$ cat config.mk
export PLATFORM = sky130hd
export DESIGN_NAME = first_fit_partition_allocator_top
export DESIGN_NICKNAME = d
export VERILOG_FILES = /design/src/sv/ffpa_pkg.sv /design/src/sv/ffpa_ram.sv /design/src/sv/first_fit_partition_allocator_top.sv
export SDC_FILE = /design/constraint.sdc
export NUM_CORES = 2
export LEC_CHECK = 0
export BUFFER_PORTS_ARGS = -buffer_cell sky130_fd_sc_hd__buf_2
export CAP_MARGIN = 20
export CORE_UTILIZATION = 44
export CTS_CLUSTER_SIZE = 8
export DETAILED_ROUTE_END_ITERATION = 8
export GPL_TIMING_DRIVEN = 0
export HOLD_SLACK_MARGIN = 0.06
export PLACE_DENSITY = 0.73
export SYNTH_ARGS = -nofsm -noshare
export SYNTH_HDL_FRONTEND = slang
export SYNTH_SLANG_ARGS = --single-unit
$ cat constraint.sdc
create_clock -name clk -period 7.84 [get_ports clk]
set_clock_uncertainty 0.05 [all_clocks]
set_input_delay 1.176 -clock clk [delete_from_list [all_inputs] [get_ports clk]]
set_output_delay 1.176 -clock clk [all_outputs]
set_load 0.05 [all_outputs]
$ cat src/sv/ffpa_pkg.sv
// ----------------------------------------------------------------------------
// ffpa_pkg
// Types and constants shared by the first-fit partition allocator.
// ----------------------------------------------------------------------------
package ffpa_pkg;

	localparam int PARTITIONS        = 4;
	localparam int SEGMENTS_PER_PART = 16;
	localparam int SIZE_BITS         = 16;

	localparam int PART_BITS = (PARTITIONS > 1) ? $clog2(PARTITIONS) : 1;
	localparam int SEG_BITS  = $clog2(SEGMENTS_PER_PART);
	localparam int CNT_BITS  = $clog2(SEGMENTS_PER_PART + 1);
	localparam int ADDR_BITS = PART_BITS + SEG_BITS;
	localparam int DEPTH     = PARTITIONS * SEGMENTS_PER_PART;
	localparam int ENTRY_W   = 3 * SIZE_BITS;

	localparam logic [2:0] CFG_PARTS  = 3'd0;
	localparam logic [2:0] CFG_SIZE_A = 3'd1;
	localparam logic [2:0] CFG_SIZE_D = 3'd4;

	localparam logic OP_ALLOC   = 1'b0;
	localparam logic OP_RELEASE = 1'b1;

	localparam logic [SIZE_BITS-1:0] SIZE_RESET = SIZE_BITS'(4096);

	typedef struct packed {
		logic                 operation;
		logic [SIZE_BITS-1:0] alloc_size;
		logic [SIZE_BITS-1:0] owner_id;
	} req_t;

	typedef struct packed {
		logic                 ok;
		logic [2:0]           block_number;
		logic [SIZE_BITS-1:0] offset;
	} rsp_t;

	typedef struct packed {
		logic [SIZE_BITS-1:0] owner;
		logic [SIZE_BITS-1:0] first;
		logic [SIZE_BITS-1:0] last;
	} entry_t;

endpackage

$ cat src/sv/ffpa_ram.sv
// ----------------------------------------------------------------------------
// ffpa_ram
// Generic single-port-write, single-port-read RAM with registered read data.
// ----------------------------------------------------------------------------
module ffpa_ram #(
	parameter int WIDTH = 8,
	parameter int DEPTH = 16
) (
	input  logic                     clk,
	input  logic                     we,
	input  logic [$clog2(DEPTH)-1:0] waddr,
	input  logic [WIDTH-1:0]         wdata,
	input  logic [$clog2(DEPTH)-1:0] raddr,
	output logic [WIDTH-1:0]         rdata
);
	logic [WIDTH-1:0] mem [DEPTH];

	always_ff @(posedge clk) begin
		if (we) begin
			mem[waddr] <= wdata;
		end
		rdata <= mem[raddr];
	end
endmodule

$ cat src/sv/first_fit_partition_allocator_top.sv
// ----------------------------------------------------------------------------
// first_fit_partition_allocator_top
// First-fit allocator over fixed partitions; segment tables in one RAM.
// ----------------------------------------------------------------------------
// sequence: partitions are visited in turn, table entries are read, entries are
//   moved to open or close a gap, and the result is set on finish
// throughput: one request at a time; the next request is taken only after the
//   result has been accepted
// reset: tables empty, four partitions in use, each partition 4096 bytes
module first_fit_partition_allocator_top (
	input  logic                 clk,
	input  logic                 arst_n,
	input  logic                 req_valid,
	output logic                 req_stall,
	input  ffpa_pkg::req_t       req,
	output logic                 rsp_valid,
	input  logic                 rsp_stall,
	output ffpa_pkg::rsp_t       rsp,
	input  logic                 cfg_valid,
	output logic                 cfg_ready,
	input  logic [2:0]           cfg_index,
	input  logic [15:0]          cfg_data
);
	import ffpa_pkg::*;

	localparam logic [2:0] ST_IDLE  = 3'd0;
	localparam logic [2:0] ST_PART  = 3'd1;
	localparam logic [2:0] ST_RD    = 3'd2;
	localparam logic [2:0] ST_CHK   = 3'd3;
	localparam logic [2:0] ST_MVRD  = 3'd4;
	localparam logic [2:0] ST_MVWR  = 3'd5;
	localparam logic [2:0] ST_FIN   = 3'd6;

	logic [2:0]           state_q;
	logic [2:0]           parts_q;
	logic [SIZE_BITS-1:0] psize_q [PARTITIONS];
	logic [SIZE_BITS-1:0] free_q  [PARTITIONS];
	logic [CNT_BITS-1:0]  cnt_q   [PARTITIONS];
	req_t                 req_q;
	logic [PART_BITS:0]   p_q;
	logic [CNT_BITS-1:0]  k_q;
	logic [CNT_BITS-1:0]  j_q;
	logic [SIZE_BITS:0]   prev_q;     // prev_end + 1
	logic [SIZE_BITS-1:0] start_q;
	logic                 rsp_valid_q;
	rsp_t                 rsp_q;
	logic                 we;
	logic [ADDR_BITS-1:0] waddr, raddr;
	entry_t               wdata, rdata, hold_q;
	logic [PART_BITS-1:0] pi;
	logic [2:0]           nparts;
	logic [SIZE_BITS:0]   limit;
	logic [CNT_BITS-1:0]  cnt;

	assign pi     = p_q[PART_BITS-1:0];
	assign cnt    = cnt_q[pi];
	assign nparts = (parts_q > 3'(PARTITIONS)) ? 3'(PARTITIONS) : parts_q;
	assign limit  = (k_q < cnt) ? {1'b0, rdata.first} : {1'b0, psize_q[pi]};

	assign req_stall = (state_q != ST_IDLE) || rsp_valid_q;
	assign cfg_ready = (state_q == ST_IDLE);
	assign rsp_valid = rsp_valid_q;
	assign rsp       = rsp_q;

	ffpa_ram #(.WIDTH(ENTRY_W), .DEPTH(DEPTH)) u_seg_ram (
		.clk(clk), .we(we), .waddr(waddr), .wdata(wdata),
		.raddr(raddr), .rdata(rdata)
	);

	// read address follows the current scan or move index
	always_comb begin
		raddr = {pi, k_q[SEG_BITS-1:0]};
		if (state_q == ST_MVRD) begin
			raddr = {pi, j_q[SEG_BITS-1:0]};
		end
	end

	// allocation copies entry j up to j+1; release copies entry j down to j-1
	always_comb begin
		we    = 1'b0;
		waddr = {pi, j_q[SEG_BITS-1:0]};
		wdata = rdata;
		if (state_q == ST_MVWR) begin
			we = 1'b1;
			if (req_q.operation == OP_ALLOC) begin
				waddr = {pi, SEG_BITS'(j_q + 1'b1)};
			end else begin
				waddr = {pi, SEG_BITS'(j_q - 1'b1)};
			end
		end else if (state_q == ST_FIN && req_q.operation == OP_ALLOC) begin
			we    = 1'b1;
			waddr = {pi, k_q[SEG_BITS-1:0]};
			wdata.owner = req_q.owner_id;
			wdata.first = start_q;
			wdata.last  = SIZE_BITS'(start_q + req_q.alloc_size - 1'b1);
		end
	end

	always_ff @(posedge clk or negedge arst_n) begin
		if (!arst_n) begin
			state_q     <= ST_IDLE;
			parts_q     <= 3'd4;
			rsp_valid_q <= 1'b0;
			for (int i = 0; i < PARTITIONS; i++) begin
				psize_q[i] <= (i < 4) ? SIZE_RESET : '0;
				free_q[i]  <= (i < 4) ? SIZE_RESET : '0;
				cnt_q[i]   <= '0;
			end
		end else begin
			if (rsp_valid_q && !rsp_stall) begin
				rsp_valid_q <= 1'b0;
			end
			unique case (state_q)
				ST_IDLE: begin
					if (cfg_valid) begin
						if (cfg_index == CFG_PARTS) begin
							parts_q <= cfg_data[2:0];
						end else if (cfg_index >= CFG_SIZE_A && cfg_index <= CFG_SIZE_D) begin
							for (int i = 0; i < PARTITIONS; i++) begin
								if (32'(cfg_index) - 1 == i) begin
									psize_q[i] <= cfg_data;
									free_q[i]  <= cfg_data;
									cnt_q[i]   <= '0;
								end
							end
						end
					end
					if (req_valid && !req_stall) begin
						req_q   <= req;
						p_q     <= '0;
						k_q     <= '0;
						prev_q  <= '0;
						rsp_q   <= '0;
						state_q <= ST_PART;
					end
				end
				ST_PART: begin
					k_q    <= '0;
					prev_q <= '0;
					if (p_q >= (PART_BITS+1)'(nparts) ||
					    (req_q.operation == OP_ALLOC && req_q.alloc_size == '0)) begin
						rsp_valid_q <= 1'b1;
						state_q     <= ST_IDLE;
					end else if (req_q.operation == OP_ALLOC &&
					             free_q[pi] < req_q.alloc_size) begin
						p_q <= p_q + 1'b1;
					end else if (req_q.operation == OP_RELEASE && cnt == '0) begin
						p_q <= p_q + 1'b1;
					end else begin
						state_q <= ST_RD;
					end
				end
				ST_RD: begin
					state_q <= ST_CHK;
				end
				ST_CHK: begin
					if (req_q.operation == OP_ALLOC) begin
						if (limit >= prev_q && limit - prev_q >= {1'b0, req_q.alloc_size}) begin
							if (cnt >= CNT_BITS'(SEGMENTS_PER_PART)) begin
								rsp_valid_q <= 1'b1;
								state_q     <= ST_IDLE;
							end else begin
								start_q <= prev_q[SIZE_BITS-1:0];
								j_q     <= cnt - 1'b1;
								state_q <= (cnt > k_q) ? ST_MVRD : ST_FIN;
							end
						end else if (k_q < cnt) begin
							prev_q  <= {1'b0, rdata.last} + 1'b1;
							k_q     <= k_q + 1'b1;
							state_q <= ST_RD;
						end else begin
							p_q     <= p_q + 1'b1;
							state_q <= ST_PART;
						end
					end else begin
						if (rdata.owner == req_q.owner_id) begin
							hold_q  <= rdata;
							j_q     <= k_q + 1'b1;
							state_q <= (k_q + 1'b1 < cnt) ? ST_MVRD : ST_FIN;
						end else if (k_q + 1'b1 < cnt) begin
							k_q     <= k_q + 1'b1;
							state_q <= ST_RD;
						end else begin
							p_q     <= p_q + 1'b1;
							state_q <= ST_PART;
						end
					end
				end
				ST_MVRD: begin
					state_q <= ST_MVWR;
				end
				ST_MVWR: begin
					if (req_q.operation == OP_ALLOC) begin
						if (j_q == k_q) begin
							state_q <= ST_FIN;
						end else begin
							j_q     <= j_q - 1'b1;
							state_q <= ST_MVRD;
						end
					end else begin
						// write landed at j-1; move to next source
						if (j_q + 1'b1 >= cnt) begin
							state_q <= ST_FIN;
						end else begin
							j_q     <= j_q + 1'b1;
							state_q <= ST_MVRD;
						end
					end
				end
				ST_FIN: begin
					rsp_q.ok           <= 1'b1;
					rsp_q.block_number <= 3'(p_q + 1'b1);
					rsp_valid_q        <= 1'b1;
					state_q            <= ST_IDLE;
					if (req_q.operation == OP_ALLOC) begin
						rsp_q.offset <= start_q;
						cnt_q[pi]    <= cnt + 1'b1;
						free_q[pi]   <= free_q[pi] - req_q.alloc_size;
					end else begin
						rsp_q.offset <= hold_q.first;
						cnt_q[pi]    <= cnt - 1'b1;
						free_q[pi]   <= SIZE_BITS'(free_q[pi] + hold_q.last - hold_q.first + 1'b1);
					end
				end
				default: begin
					state_q <= ST_IDLE;
				end
			endcase
		end
	end

`ifndef SYNTHESIS
	a_no_req_while_busy: assert property (@(posedge clk) disable iff (!arst_n)
		(state_q != ST_IDLE) |-> req_stall)
		else $error("request taken while busy");
	a_rsp_holds: assert property (@(posedge clk) disable iff (!arst_n)
		(rsp_valid && rsp_stall) |=> (rsp_valid && $stable(rsp)))
		else $error("result dropped while stalled");
	a_write_only_busy: assert property (@(posedge clk) disable iff (!arst_n)
		we |-> (state_q == ST_MVWR || state_q == ST_FIN))
		else $error("table write outside move or finish");
	a_fin_sets_rsp: assert property (@(posedge clk) disable iff (!arst_n)
		(state_q == ST_FIN) |=> (rsp_valid && rsp.ok))
		else $error("finish without result");
`endif
endmodule
==> flow_summary.json <==
{
  "finalSetupViolCount": 0,
  "cp-endpoint": "j_q[0]$_DFFE_PP_",
  "fin_crit_ps": 7540,
  "fp.dieH_um": 559,
  "rows": 204,
  "cp_max_fo": 10,
  "drc": 108,
  "fill_cells": 23300,
  "antenna_left": 0,
  "dp_cells": 11400,
  "startpoint": "p_q[0]$_SDFFCE_PN0P_",
  "grt_pass1_vias": 77800,
  "cts_buffers": 468,
  "wl_per_cell_um": 34.1,
  "final_util_pct": 51.9,
  "stdcell_count": 12200,
  "yosysSeqAreaShare_pct": 74.0,
  "syn_to_final_growth_pct": 17.4,
  "netlist_area_um2": 137000,
  "io_buffers": 77,
  "final_area_um2": 160000,
  "finalHoldViolations": 0,
  "power_w": 0.0580,
  "r2r-start": "p_q[0]$_SDFFCE_PN0P_",
  "slowest_delay_ps": 610,
  "reg2regPathDepth": 29,
  "ys_seq_elements": 3406,
  "io_pins": 80,
  "routed_wl_um": 416000,
  "reg2reg_slack_ps": 300,
  "worstSetupPathType": "flip-flop to flip-flop",
  "die_w_um": 559,
  "holdCritPathClass": "input port to async pin",
  "crit_slowest_cell": "mux4_2",
  "dpl.hpwl_um": 277000,
  "final_cell_mix": "edfxtp_1 (3203), mux4_2 (853), nand2_1 (578)",
  "initial_core_util_pct": 44.2,
  "synthCells": 7034,
  "required_ps": 8300,
  "clk_path_buf_depth": 4,
  "place.gp.congestion": 0.940,
  "cp-end-kind": "flip-flop",
  "cts_tree": "built",
  "clkLatencyLatePin_ps": 970,
  "place_area_um2": 147000,
  "max-cap-violations": 0,
  "syn_nets": 7231,
  "drv_slew": 0,
  "cts-root-buf": "clkbuf_16",
  "synth_cell_types": 68,
  "synth_ff_type": "edfxtp_1",
  "yosysWarningCount": 0,
  "leakage_nw": 52.4,
  "r2r_end": "j_q[0]$_DFFE_PP_",
  "cp.arrival_ps": 8010,
  "vias": 77700,
  "worstMarginPinSlew_ps": 1260,
  "grt_max_degree": 102,
  "path_clk_slew_ps": 60,
  "synth-async-reset-ratio_pct": 4.55,
  "grt_setup_unrepaired": "no",
  "core_area_um2": 309000,
  "dieArea_um2": 313000,
  "final_common_cell": "edfxtp_1",
  "violations": "design-rule violations",
  "grt_overflow": 0,
  "slew_headroom_pct": 15.8,
  "fmax_ghz": 0.133,
  "dr.pass1.iters": 9,
  "vias_per_cell": 6.38,
  "p_per_area_nw_per_um2": 362,
  "cts.sinks": 3406,
  "grt_pass1_wl_um": 581000,
  "period_share_pct": 96.2,
  "track_usage_pct": 26.3,
  "final_nets": 7990,
  "drt_iter0_drc": 12000,
  "status": "finished with violations",
  "synth-edff-count": 3203,
  "postCtsHoldBufs": 0,
  "syn_area_per_cell_um2": 19.4,
  "setup.worst_path.start_class": "flip-flop",
  "drive_gt1_share_pct": 24.7,
  "cts_max_level": 5,
  "ir_drop_v": 0.000222,
  "antenna_found_initial": 37
}
==> registers in the layout, summed over array words and instances (netlist names) <==
name             flops
cnt_q               20
free_q              64
hold_q              32
j_q                  5
k_q                  5
p_q                  3
parts_q              3
prev_q              17
psize_q             64
req_q               33
rsp                 20
rsp_valid            1
start_q             16
state_q              3
u_seg_ram.mem     3072
u_seg_ram.rdata     48
==> cells by family after synthesis <==
group	count (synthesis)	share of synthesized area, %
and+or+nand+nor	1117	3.65
xor gates and xnor gates	102	0.654
muxes	967	15.0
adders and majority gates	140	1.38
buffers and inverters	553	1.62
DFF	3406	74.0
AOI/OAI and AO/OA	749	3.70
==> layer usage <==
metal	global-route usage [%]	share of wire [%]
met1	33.2	34
met2	38.6	44
met3	8.95	14
met5	0	0.029
met4	17.2	7.4
==> synth_stat cells (all sizes together), types with 79 or more instances <==
cell type | instances | area share (%)
a211oi | 198 | 1.1
a21oi | 79 | 0.29
a31oi | 204 | 0.93
and2 | 203 | 0.93
buf | 129 | 0.46
clkbuf | 250 | 0.69
dfrtp | 146 | 2.7
edfxtp | 3203 | 70
ha | 122 | 1.1
inv | 171 | 0.47
mux2 | 86 | 0.71
mux4 | 853 | 14
nand2 | 596 | 1.6
nor2 | 189 | 0.53
o21ai | 94 | 0.34
==> worst max-delay path: cells and delay by family, from the launching register on <==
family                   cells  cell delay, ps
AND/OR/NAND/NOR              6            1210
buffers and inverters        3             690
XOR/XNOR                     1             140
AO/OA/AOI/OAI               14            2860
multiplexers                 2             960
adder cells (fa/ha/maj)      3             850
flip-flops                   1             410
==> area by class of cell <==
cell class	instances	area [µm²]	area share [%]
Antenna cell	50	125	0.0781
Buffer	378	1600	0.995
Clock buffer	671	12600	7.86
Clock inverter	17	310	0.194
Inverter	174	653	0.407
Multi-Input combinational cell	3075	34200	21.3
Sequential cell	3406	101000	63.0
Tap cell	4120	5150	3.22
Timing Repair Buffer	290	4620	2.88
==> stage by stage <==
step	setup WS (ps)	hold WS (ps)	TNS (ps)
after CTS	170	187	0
after global placement	-2820	391	-6663000
final	296	203	0
after floorplan	307	376	0
after global routing	20.3	236	0
after detailed placement	-1600	385	-64850
==> report_power, final <==
group / internal, W / leakage, nW / total (W) / switching, W
sequential: 0.0230 / 31.1 / 0.0235 / 0.000515
combinational: 0.00543 / 15.0 / 0.0162 / 0.0108
clock: 0.0109 / 6.21 / 0.0182 / 0.00733
==> how the worst min path moves through the flow <==
stage / depth (start not counted) / to / slack (ps)
final: 1 / psize_q[17]$_DFFE_PN0P_ / 200
after global routing: 1 / psize_q[17]$_DFFE_PN0P_ / 240
after CTS: 1 / psize_q[17]$_DFFE_PN0P_ / 190
after detailed placement: 0 / start_q[6]$_DFFE_PP_ / 390
after global placement: 0 / start_q[12]$_DFFE_PP_ / 390
after floorplan: 0 / hold_q[17]$_DFFE_PP_ / 380
==> what timing repair did <==
item | in CTS | in global routing
setup endpoints to repair | 50 | 39
buffers inserted | 3 | 2
resized for setup | 15 | 5
No activity file was read; power rests on OpenSTA's default activity.
